==> src/rtl/assert_macros.svh <==
// ----------------------------------------------------------------------------
// Assertion macros
// Shared concurrent assertion forms, clocked on clk and off during reset.
// ----------------------------------------------------------------------------
`ifndef ASSERT_MACROS_SVH
`define ASSERT_MACROS_SVH

// Property that must hold at every clock edge outside reset
`define ASSERT_ALWAYS(label, expr, msg) \
    label: assert property (@(posedge clk) disable iff (!rst_n) (expr)) \
        else $error(msg);

// Antecedent in one cycle implies consequent in the next
`define ASSERT_NEXT(label, ante, cons, msg) \
    label: assert property (@(posedge clk) disable iff (!rst_n) (ante) |=> (cons)) \
        else $error(msg);

`endif

==> src/rtl/mmp_pkg.sv <==
// ----------------------------------------------------------------------------
// mmp_pkg
// Types, constants and helper functions for the MIDI message parser.
// ----------------------------------------------------------------------------
`timescale 1ns / 1ps
`default_nettype none

package mmp_pkg;

    localparam int BYTE_W     = 8;
    localparam int DATA_W     = 7;
    localparam int NOTE_COUNT = 128;
    localparam int NOTE_IDX_W = $clog2(NOTE_COUNT);
    localparam int APB_DATA_W = 32;
    localparam int APB_ADDR_W = 3;

    // Result kinds
    localparam logic KIND_MESSAGE = 1'b0;
    localparam logic KIND_STRAY   = 1'b1;

    // Register indexes (paddr[2])
    localparam logic REG_NOTE_ON  = 1'b0;
    localparam logic REG_NOTE_OFF = 1'b1;

    // Register reset values
    localparam logic [BYTE_W-1:0] NOTE_ON_RESET  = 8'h90;
    localparam logic [BYTE_W-1:0] NOTE_OFF_RESET = 8'h80;

    // Status upper nibbles
    localparam logic [3:0] NIB_NOTE_OFF  = 4'h8;
    localparam logic [3:0] NIB_NOTE_ON   = 4'h9;
    localparam logic [3:0] NIB_POLY_AT   = 4'hA;
    localparam logic [3:0] NIB_CTRL      = 4'hB;
    localparam logic [3:0] NIB_PROGRAM   = 4'hC;
    localparam logic [3:0] NIB_CHAN_AT   = 4'hD;
    localparam logic [3:0] NIB_PITCH     = 4'hE;

    typedef logic [1:0] count_t;

    typedef struct packed {
        logic [BYTE_W-1:0] note_on_status;
        logic [BYTE_W-1:0] note_off_status;
    } mmp_cfg_t;

    typedef struct packed {
        logic              kind;
        logic [BYTE_W-1:0] status_value;
        logic [DATA_W-1:0] first_data;
        logic [DATA_W-1:0] second_data;
        logic              note_held;
    } mmp_result_t;

    // Number of data bytes that follow a status byte
    function automatic count_t data_count(input logic [BYTE_W-1:0] status);
        count_t cnt;
        unique case (status[7:4])
            NIB_NOTE_OFF, NIB_NOTE_ON, NIB_POLY_AT, NIB_CTRL, NIB_PITCH: cnt = 2'd2;
            NIB_PROGRAM, NIB_CHAN_AT:                                  cnt = 2'd1;
            default:                                                   cnt = 2'd0;
        endcase
        return cnt;
    endfunction

endpackage

`default_nettype wire

==> src/rtl/mmp_if.sv <==
// ----------------------------------------------------------------------------
// mmp_if
// Valid/ready channel interfaces for MIDI bytes and parsed messages.
// ----------------------------------------------------------------------------
`timescale 1ns / 1ps
`default_nettype none

interface mmp_in_if;
    logic       valid;
    logic       ready;
    logic [7:0] midi_byte;

    modport source (output valid, output midi_byte, input ready);
    modport sink   (input valid, input midi_byte, output ready);
endinterface

interface mmp_out_if;
    logic       valid;
    logic       ready;
    logic       kind;
    logic [7:0] status_value;
    logic [6:0] first_data;
    logic [6:0] second_data;
    logic       note_held;

    modport source (output valid, output kind, output status_value, output first_data,
                    output second_data, output note_held, input ready);
    modport sink   (input valid, input kind, input status_value, input first_data,
                    input second_data, input note_held, output ready);
endinterface

`default_nettype wire

==> src/rtl/mmp_cfg.sv <==
// ----------------------------------------------------------------------------
// mmp_cfg
// APB register file holding the note-on and note-off status values.
// ----------------------------------------------------------------------------
`timescale 1ns / 1ps
`default_nettype none

module mmp_cfg (
    input  logic                           clk,
    input  logic                           rst_n,
    input  logic                           psel,
    input  logic                           penable,
    input  logic                           pwrite,
    input  logic [mmp_pkg::APB_ADDR_W-1:0] paddr,
    input  logic [mmp_pkg::APB_DATA_W-1:0] pwdata,
    output logic [mmp_pkg::APB_DATA_W-1:0] prdata,
    output logic                           pready,
    output mmp_pkg::mmp_cfg_t              cfg
);
    import mmp_pkg::*;

    logic [BYTE_W-1:0] note_on_reg;
    logic [BYTE_W-1:0] note_off_reg;
    logic              wr_en;
    logic              reg_sel;

    assign pready  = 1'b1;
    assign wr_en   = psel && penable && pwrite;
    assign reg_sel = paddr[2];

    // register writes
    always_ff @(posedge clk or negedge rst_n)
    begin
        if (!rst_n)
        begin
            note_on_reg  <= NOTE_ON_RESET;
            note_off_reg <= NOTE_OFF_RESET;
        end
        else if (wr_en)
        begin
            unique case (reg_sel)
                REG_NOTE_ON:  note_on_reg  <= pwdata[BYTE_W-1:0];
                REG_NOTE_OFF: note_off_reg <= pwdata[BYTE_W-1:0];
                default:      ;
            endcase
        end
    end

    // read mux
    always_comb
    begin
        prdata = '0;
        unique case (reg_sel)
            REG_NOTE_ON:  prdata[BYTE_W-1:0] = note_on_reg;
            REG_NOTE_OFF: prdata[BYTE_W-1:0] = note_off_reg;
            default:      prdata = '0;
        endcase
    end

    assign cfg.note_on_status  = note_on_reg;
    assign cfg.note_off_status = note_off_reg;

endmodule

`default_nettype wire

==> src/rtl/mmp_parse.sv <==
// ----------------------------------------------------------------------------
// mmp_parse
// Input byte register, parse state and held-note map; builds one result.
// ----------------------------------------------------------------------------
`timescale 1ns / 1ps
`default_nettype none
`include "assert_macros.svh"

module mmp_parse (
    input  logic                  clk,
    input  logic                  rst_n,
    mmp_in_if.sink                midi_in,
    input  mmp_pkg::mmp_cfg_t     cfg,
    input  logic                  out_space,
    output logic                  res_valid,
    output mmp_pkg::mmp_result_t  res
);
    import mmp_pkg::*;

    // input stage
    logic                  byte_valid_reg;
    logic [BYTE_W-1:0]     byte_reg;
    logic                  byte_valid_next;
    // parse state
    logic [BYTE_W-1:0]     latched_reg, latched_next;
    count_t                remain_reg, remain_next;
    logic [DATA_W-1:0]     held_data_reg, held_data_next;
    logic [NOTE_COUNT-1:0] held_map_reg, held_map_next;

    logic                  has_result;
    logic                  advance;
    logic                  two_data;
    logic                  on_match;
    logic                  off_match;
    logic [DATA_W-1:0]     data_bits;
    logic [DATA_W-1:0]     first;
    logic [NOTE_IDX_W-1:0] first_idx;
    mmp_result_t           res_c;

    // stage moves on unless a result is blocked by a full output register
    assign advance         = byte_valid_reg && (!has_result || out_space);
    assign midi_in.ready   = !byte_valid_reg || advance;
    assign byte_valid_next = (midi_in.valid && midi_in.ready) ? 1'b1
                           : (advance ? 1'b0 : byte_valid_reg);

    always_ff @(posedge clk or negedge rst_n)
    begin
        if (!rst_n)
            byte_valid_reg <= 1'b0;
        else
            byte_valid_reg <= byte_valid_next;
    end

    always_ff @(posedge clk)
    begin
        if (midi_in.valid && midi_in.ready)
            byte_reg <= midi_in.midi_byte;
    end

    assign data_bits = byte_reg[DATA_W-1:0];
    assign two_data  = (data_count(latched_reg) == 2'd2);
    assign first     = two_data ? held_data_reg : data_bits;
    assign first_idx = first[NOTE_IDX_W-1:0];
    assign on_match  = (latched_reg == cfg.note_on_status);
    assign off_match = (latched_reg == cfg.note_off_status);

    // per-byte decision
    always_comb
    begin
        latched_next   = latched_reg;
        remain_next    = remain_reg;
        held_data_next = held_data_reg;
        held_map_next  = held_map_reg;
        has_result     = 1'b0;
        res_c          = '0;
        priority if (byte_reg[BYTE_W-1])
        begin
            // status byte: latch and restart collection
            latched_next   = byte_reg;
            remain_next    = data_count(byte_reg);
            held_data_next = '0;
        end
        else if (remain_reg == 2'd0)
        begin
            // stray data byte
            has_result         = 1'b1;
            res_c.kind         = KIND_STRAY;
            res_c.status_value = latched_reg;
            res_c.first_data   = data_bits;
            res_c.second_data  = '0;
            res_c.note_held    = held_map_reg[data_bits[NOTE_IDX_W-1:0]];
            latched_next       = '0;
            remain_next        = 2'd0;
            held_data_next     = '0;
        end
        else if (remain_reg >= 2'd2 && two_data)
        begin
            // first of two data bytes
            held_data_next = data_bits;
            remain_next    = 2'd1;
        end
        else
        begin
            // last data byte: complete message
            has_result         = 1'b1;
            res_c.kind         = KIND_MESSAGE;
            res_c.status_value = latched_reg;
            res_c.first_data   = first;
            res_c.second_data  = two_data ? data_bits : '0;
            priority if (on_match)
            begin
                held_map_next[first_idx] = 1'b1;
                res_c.note_held          = 1'b1;
            end
            else if (off_match)
            begin
                held_map_next[first_idx] = 1'b0;
                res_c.note_held          = 1'b0;
            end
            else
                res_c.note_held = held_map_reg[first_idx];
            latched_next   = '0;
            remain_next    = 2'd0;
            held_data_next = '0;
        end
    end

    always_ff @(posedge clk or negedge rst_n)
    begin
        if (!rst_n)
        begin
            latched_reg   <= '0;
            remain_reg    <= 2'd0;
            held_data_reg <= '0;
            held_map_reg  <= '0;
        end
        else if (advance)
        begin
            latched_reg   <= latched_next;
            remain_reg    <= remain_next;
            held_data_reg <= held_data_next;
            held_map_reg  <= held_map_next;
        end
    end

    assign res_valid = byte_valid_reg && has_result;
    assign res       = res_c;

    // checks
    `ASSERT_NEXT(a_clear_after_result, advance && has_result,
        latched_reg == '0 && remain_reg == 2'd0 && held_data_reg == '0,
        "parse state not cleared after a result")
    `ASSERT_ALWAYS(a_two_pending_needs_two, remain_reg != 2'd2 || two_data,
        "two bytes pending for a status that takes fewer")
    `ASSERT_NEXT(a_note_on_sets, advance && has_result && res_c.kind == KIND_MESSAGE && on_match,
        held_map_reg[$past(first_idx)] == 1'b1, "note-on did not set the held bit")
    `ASSERT_ALWAYS(a_stall_only_on_result, !byte_valid_reg || advance || (has_result && !out_space),
        "input stage stalled without a blocked result")

endmodule

`default_nettype wire

==> src/rtl/mmp_out.sv <==
// ----------------------------------------------------------------------------
// mmp_out
// Output register for parsed messages; frees the input side while a result
// waits to be taken.
// ----------------------------------------------------------------------------
`timescale 1ns / 1ps
`default_nettype none

module mmp_out (
    input  logic                 clk,
    input  logic                 rst_n,
    input  logic                 res_valid,
    input  mmp_pkg::mmp_result_t res,
    output logic                 out_space,
    mmp_out_if.source            msg_out
);
    import mmp_pkg::*;

    logic        out_valid_reg, out_valid_next;
    mmp_result_t res_reg;
    logic        load;

    assign out_space      = !out_valid_reg || msg_out.ready;
    assign load           = res_valid && out_space;
    assign out_valid_next = load ? 1'b1 : (msg_out.ready ? 1'b0 : out_valid_reg);

    always_ff @(posedge clk or negedge rst_n)
    begin
        if (!rst_n)
            out_valid_reg <= 1'b0;
        else
            out_valid_reg <= out_valid_next;
    end

    always_ff @(posedge clk)
    begin
        if (load)
            res_reg <= res;
    end

    assign msg_out.valid        = out_valid_reg;
    assign msg_out.kind         = res_reg.kind;
    assign msg_out.status_value = res_reg.status_value;
    assign msg_out.first_data   = res_reg.first_data;
    assign msg_out.second_data  = res_reg.second_data;
    assign msg_out.note_held    = res_reg.note_held;

endmodule

`default_nettype wire

==> src/rtl/midi_message_parser_core.sv <==
// An accepted byte is held in the input register and decided from there; its
// result is registered in the output register, where the sink takes it.
// Throughput: one byte per cycle; the input register stalls only while its byte
// has a result and the output register is full with the sink not ready.
// Reset: clears parse state, output valid and the 128-bit held-note map at
// once; note-on/off registers return to 0x90/0x80.
// ----------------------------------------------------------------------------
// midi_message_parser_core
// MIDI channel message parser with held-note map and APB configuration.
// ----------------------------------------------------------------------------
`timescale 1ns / 1ps
`default_nettype none

module midi_message_parser_core (
    input  logic                           clk,
    input  logic                           rst_n,
    mmp_in_if.sink                         midi_in,
    mmp_out_if.source                      msg_out,
    input  logic                           psel,
    input  logic                           penable,
    input  logic                           pwrite,
    input  logic [mmp_pkg::APB_ADDR_W-1:0] paddr,
    input  logic [mmp_pkg::APB_DATA_W-1:0] pwdata,
    output logic [mmp_pkg::APB_DATA_W-1:0] prdata,
    output logic                           pready
);
    import mmp_pkg::*;

    mmp_cfg_t    cfg;
    mmp_result_t res;
    logic        res_valid;
    logic        out_space;

    mmp_cfg u_cfg (
        .clk     (clk),
        .rst_n   (rst_n),
        .psel    (psel),
        .penable (penable),
        .pwrite  (pwrite),
        .paddr   (paddr),
        .pwdata  (pwdata),
        .prdata  (prdata),
        .pready  (pready),
        .cfg     (cfg)
    );

    mmp_parse u_parse (
        .clk       (clk),
        .rst_n     (rst_n),
        .midi_in   (midi_in),
        .cfg       (cfg),
        .out_space (out_space),
        .res_valid (res_valid),
        .res       (res)
    );

    mmp_out u_out (
        .clk       (clk),
        .rst_n     (rst_n),
        .res_valid (res_valid),
        .res       (res),
        .out_space (out_space),
        .msg_out   (msg_out)
    );

endmodule

`default_nettype wire
==> src/flat_wrapper.sv <==
// flat-port wrapper written by rule: the top's interface ports become plain ports
module midi_message_parser_core_flat import mmp_pkg::*;
  (clk, rst_n, psel, penable, pwrite, paddr, pwdata, prdata, pready, midi_in_valid, midi_in_midi_byte, midi_in_ready, msg_out_valid, msg_out_kind, msg_out_status_value, msg_out_first_data, msg_out_second_data, msg_out_note_held, msg_out_ready);
  mmp_in_if midi_in_i ();
  mmp_out_if msg_out_i ();
  input  logic clk;
  input  logic rst_n;
  input  logic psel;
  input  logic penable;
  input  logic pwrite;
  input  logic [mmp_pkg::APB_ADDR_W-1:0] paddr;
  input  logic [mmp_pkg::APB_DATA_W-1:0] pwdata;
  output logic [mmp_pkg::APB_DATA_W-1:0] prdata;
  output logic pready;
  input wire logic [$bits(midi_in_i.valid)-1:0] midi_in_valid;
  input wire logic [$bits(midi_in_i.midi_byte)-1:0] midi_in_midi_byte;
  output wire logic [$bits(midi_in_i.ready)-1:0] midi_in_ready;
  output wire logic [$bits(msg_out_i.valid)-1:0] msg_out_valid;
  output wire logic [$bits(msg_out_i.kind)-1:0] msg_out_kind;
  output wire logic [$bits(msg_out_i.status_value)-1:0] msg_out_status_value;
  output wire logic [$bits(msg_out_i.first_data)-1:0] msg_out_first_data;
  output wire logic [$bits(msg_out_i.second_data)-1:0] msg_out_second_data;
  output wire logic [$bits(msg_out_i.note_held)-1:0] msg_out_note_held;
  input wire logic [$bits(msg_out_i.ready)-1:0] msg_out_ready;
  assign midi_in_i.valid = midi_in_valid;
  assign midi_in_i.midi_byte = midi_in_midi_byte;
  assign midi_in_ready = midi_in_i.ready;
  assign msg_out_valid = msg_out_i.valid;
  assign msg_out_kind = msg_out_i.kind;
  assign msg_out_status_value = msg_out_i.status_value;
  assign msg_out_first_data = msg_out_i.first_data;
  assign msg_out_second_data = msg_out_i.second_data;
  assign msg_out_note_held = msg_out_i.note_held;
  assign msg_out_i.ready = msg_out_ready;
  midi_message_parser_core u_core (.clk(clk), .rst_n(rst_n), .midi_in(midi_in_i), .msg_out(msg_out_i), .psel(psel), .penable(penable), .pwrite(pwrite), .paddr(paddr), .pwdata(pwdata), .prdata(prdata), .pready(pready));
endmodule
==> config.mk <==
export PLATFORM = sky130hd
export DESIGN_NAME = midi_message_parser_core_flat
export DESIGN_NICKNAME = d
export VERILOG_FILES = /design/src/rtl/mmp_pkg.sv /design/src/rtl/mmp_if.sv /design/src/rtl/mmp_cfg.sv /design/src/rtl/mmp_parse.sv /design/src/rtl/mmp_out.sv /design/src/rtl/midi_message_parser_core.sv /design/src/flat_wrapper.sv
export VERILOG_INCLUDE_DIRS = /design/src /design/src/rtl
export SDC_FILE = /design/constraint.sdc
export NUM_CORES = 1
export LEC_CHECK = 0
export ABC_AREA = 1
export BUFFER_PORTS_ARGS = -buffer_cell sky130_fd_sc_hd__buf_2
export CORE_MARGIN = 2
export CORE_UTILIZATION = 30
export CTS_CLUSTER_SIZE = 16
export DETAILED_ROUTE_END_ITERATION = 8
export SYNTH_ARGS = -nofsm -noshare
export SYNTH_HDL_FRONTEND = slang
export SYNTH_SLANG_ARGS = --single-unit
==> constraint.sdc <==
create_clock -name clk -period 7.8 [get_ports clk]
set_clock_uncertainty 0.1 [all_clocks]
set_input_delay 0.78 -clock clk [delete_from_list [all_inputs] [get_ports clk]]
set_output_delay 0.78 -clock clk [all_outputs]
set_load 0.02 [all_outputs]
==> results.py <==
metrics = {
    "outcome": {
        "status": "finished clean",
    },
    "grt": {
        "gr-usage-all-layers": 0.168,
        "grt_remaining_overflow": 0,
        "number_of_antenna_violations_at_the_first_check_in_global_routing": 0,
        "first_global_vias": 9245,
        "grt_first_pass_wirelength_mm": 51.8,
        "grt_start_max_net_pins": 89,
    },
    "synth": {
        "ys_types": 42,
        "postSynth.asyncResetShare": 0.836,
        "synthCells": 1445,
        "number_of_synthesis_warnings": 0,
        "ranking_of_synthesized_cells_by_area": "sky130_fd_sc_hd__dfrtp_1 (35%), sky130_fd_sc_hd__a21oi_1 (8.7%), sky130_fd_sc_hd__edfxtp_1 (8.5%), sky130_fd_sc_hd__nand2_1 (8.1%), sky130_fd_sc_hd__a31oi_1 (7.0%)",
        "synth-seq-cells": 195,
        "synth.top_cell.area_share": 0.352,
        "ys_dominant_reg_cell": "sky130_fd_sc_hd__dfrtp_1",
        "synthesis.area_per_instance_sq_um": 7.86,
        "netlist.top_cell.by_area": "sky130_fd_sc_hd__dfrtp_1",
        "seq_area_frac_synth": 0.444,
        "synth_edf_count": 32,
        "synth_area_sq_mm": 0.0114,
    },
    "critical_path": {
        "crit_path_start_kind": "flop",
        "path_cells": "buf_4 -> inv_2 -> buf_4 -> nand2_1 -> nand2_2 -> buf_4 -> nand2_1 -> nand3_1 -> nand2_1 -> nor2_1 -> nor2_1 -> nor2_1 -> nand2_1 -> nand2_1 -> nand2_1 -> o21ai_0 -> nand2_1 -> nand2_1 -> nand2_1",
        "slowest_stage": "sky130_fd_sc_hd__buf_4",
        "endpoint_kind": "flop",
        "critPathKind": "reg -> reg",
        "cp.depth": 19,
        "critPathArrivalTime_ns": 4.03,
        "crit_fanout": 71,
        "critical_path.top_delay_family": "buffers and inverters",
        "rr_worst_depth": 19,
        "critPathMaxStageDelay_ns": 0.62,
        "cp.required_ns": 7.88,
        "crit_buf_inv": 4,
        "crit_top_cell": "sky130_fd_sc_hd__nand2_1",
    },
    "cts": {
        "tritoncts": "done",
        "clock_tree.buffer_depth": 2,
        "clock_insertion_delay_at_the_later_pin_of_the_skew_report_ns": 0.45,
        "cts_made_buffers": 17,
        "cts_max_level": 4,
        "clk_transition_reported_paths_ns": 0.07,
        "post-cts-setup-buffers": 0,
        "cts-resized-gates": 0,
        "ctsRootBufferMaster": "sky130_fd_sc_hd__clkbuf_16",
        "clkSinkCount": 195,
        "cts_hold_buf": 0,
    },
    "run": {
        "maxCapViolations": 0,
    },
    "placed_design": {
        "dpl_hpwl_mm": 19.7,
        "place_area_sq_mm": 0.0119,
        "port_buffers": 57,
        "placed_cells": 1927,
        "place_congestion": 0.825,
    },
    "timing": {
        "setup_violations": 0,
        "slew_viol_final": 0,
        "max_clock_freq_mhz": 253,
        "finalHoldViolations": 0,
        "finalCritPeriodShare": 0.507,
        "min_clock_period_post_route_ns": 3.95,
        "slew_headroom": 0.252,
        "worst-slew-pin-transition_ns": 1.12,
        "grt_setup_unrepaired": "no",
        "fin_setup_tns_ns": 0,
    },
    "floorplanning": {
        "die_area_sq_mm": 0.0394,
        "number_of_placement_rows": 71,
        "core_area_sq_mm": 0.0375,
        "chipWidth_um": 199,
        "ios": 109,
        "die_y_um": 199,
        "effective_utilization_at_floorplan": 0.303,
    },
    "drt": {
        "vias": 10100,
        "drt.antenna.violating_nets": 0,
        "firstDrtPassIters": 6,
        "drc": 0,
        "post_drt_via_cell_ratio": 5.15,
        "avgRoutedWirePerCell_um": 16.9,
        "drt_wl_total_mm": 33.0,
        "drt_iter0_markers": 1060,
    },
    "final_layout": {
        "share_of_post_route_cells_with_drive_strength_above_1": 0.115,
        "layout.cells.non_filler": 1959,
        "area_growth_from_synthesis_to_layout_pct": 9.36,
        "final_common_cell": "sky130_fd_sc_hd__nand2_1",
        "final_cell_area_sq_mm": 0.0124,
        "diodes": 0,
        "design.final.nets": 1485,
        "nFillCells": 3971,
        "most-common-layout-cells": "sky130_fd_sc_hd__nand2_1 (244), sky130_fd_sc_hd__a21oi_1 (198), sky130_fd_sc_hd__inv_1 (160), sky130_fd_sc_hd__dfrtp_1 (160), sky130_fd_sc_hd__a31oi_1 (128)",
    },
    "pwr": {
        "largest_vdd_supply_drop_mv": 0.171,
        "p_per_area_mw_per_mm2": 223,
        "leakagePower_nw": 5.43,
        "power_mw": 2.77,
    },
    "min_path": {
        "min_path_type": "in -> async",
    },
}
path summary, 6_finish.rpt:
check	startpoint	end	slack [ns]
worst max-delay path	u_core.u_parse.byte_reg[0]	u_core.u_out.msg_out.note_held	3.85
worst min-delay path	rst_n	u_core.u_cfg.note_off_reg[0]	0.29
worst max register to register	u_core.u_parse.byte_reg[0]	u_core.u_out.msg_out.note_held	3.85
worst min register to register	u_core.u_cfg.note_on_reg[5]	u_core.u_cfg.note_on_reg[5]	0.42
max in group asynchronous	rst_n	asynchronous set/reset pin	5.77
min in group clk	u_core.u_cfg.note_on_reg[5]	u_core.u_cfg.note_on_reg[5]	0.42
report_power, final:
part / leakage, nW / total [mW] / internal (mW) / switching [mW]
Sequential: 2.54 / 1.14 / 1.09 / 0.0430
Combinational: 2.61 / 0.760 / 0.192 / 0.569
Clock: 0.279 / 0.876 / 0.450 / 0.425
Total: 5.43 / 2.77 / 1.73 / 1.04
synthesized netlist by cell type (16+ instances only):
master	count
sky130_fd_sc_hd__clkbuf_1	59
sky130_fd_sc_hd__buf_4	26
sky130_fd_sc_hd__nor4_4	16
sky130_fd_sc_hd__nand3_1	96
sky130_fd_sc_hd__edfxtp_1	32
sky130_fd_sc_hd__a21oi_1	198
sky130_fd_sc_hd__o21ai_0	104
sky130_fd_sc_hd__nor2_1	89
sky130_fd_sc_hd__inv_1	160
sky130_fd_sc_hd__a31oi_1	128
sky130_fd_sc_hd__dfrtp_1	160
sky130_fd_sc_hd__buf_2	33
sky130_fd_sc_hd__nand2_1	246
metrics by stage:
step                      hold WS (ns)  worst slack [ns]  utilization
after detailed placement         0.401              3.95        0.316
after CTS                        0.342              3.93        0.331
after global placement           0.391              3.92        0.316
after floorplan                  0.353              5.27            -
final                            0.285              3.85        0.331
after global routing             0.364              3.51        0.331
final cells by class:
type	instances	area [sq um]	share of cell area
tap	511	639	0.0515
clock buffer	17	425	0.0342
sequential	195	5040	0.406
multi-input combinational	969	5040	0.406
clock inverter	15	145	0.0117
timing repair buffer	82	479	0.0386
inverter	170	646	0.0520
kinds of logic (layout without fill, tap and decap cells):
family,count (synthesis),count (layout),share of synthesized area
AO/OA/AOI/OAI,467,467,0.226
other,2,25,0.000661
XOR/XNOR,13,13,0.0100
flip-flops,195,195,0.444
buffers and inverters,304,284,0.122
AND/OR/NAND/NOR,464,464,0.197
metal layers:
metal / part of all wire / vias to the layer above / global-route usage / wire length (um)
li1: - / 4839 / - / -
met4: 0.023 / 0 / 0.0556 / 759
met5: 0 / - / 0 / 0
met2: 0.47 / 360 / 0.276 / 15400
met1: 0.45 / 4826 / 0.229 / 14900
met3: 0.061 / 57 / 0.0220 / 2010
Note: power is estimated with default switching activity, not from simulation.
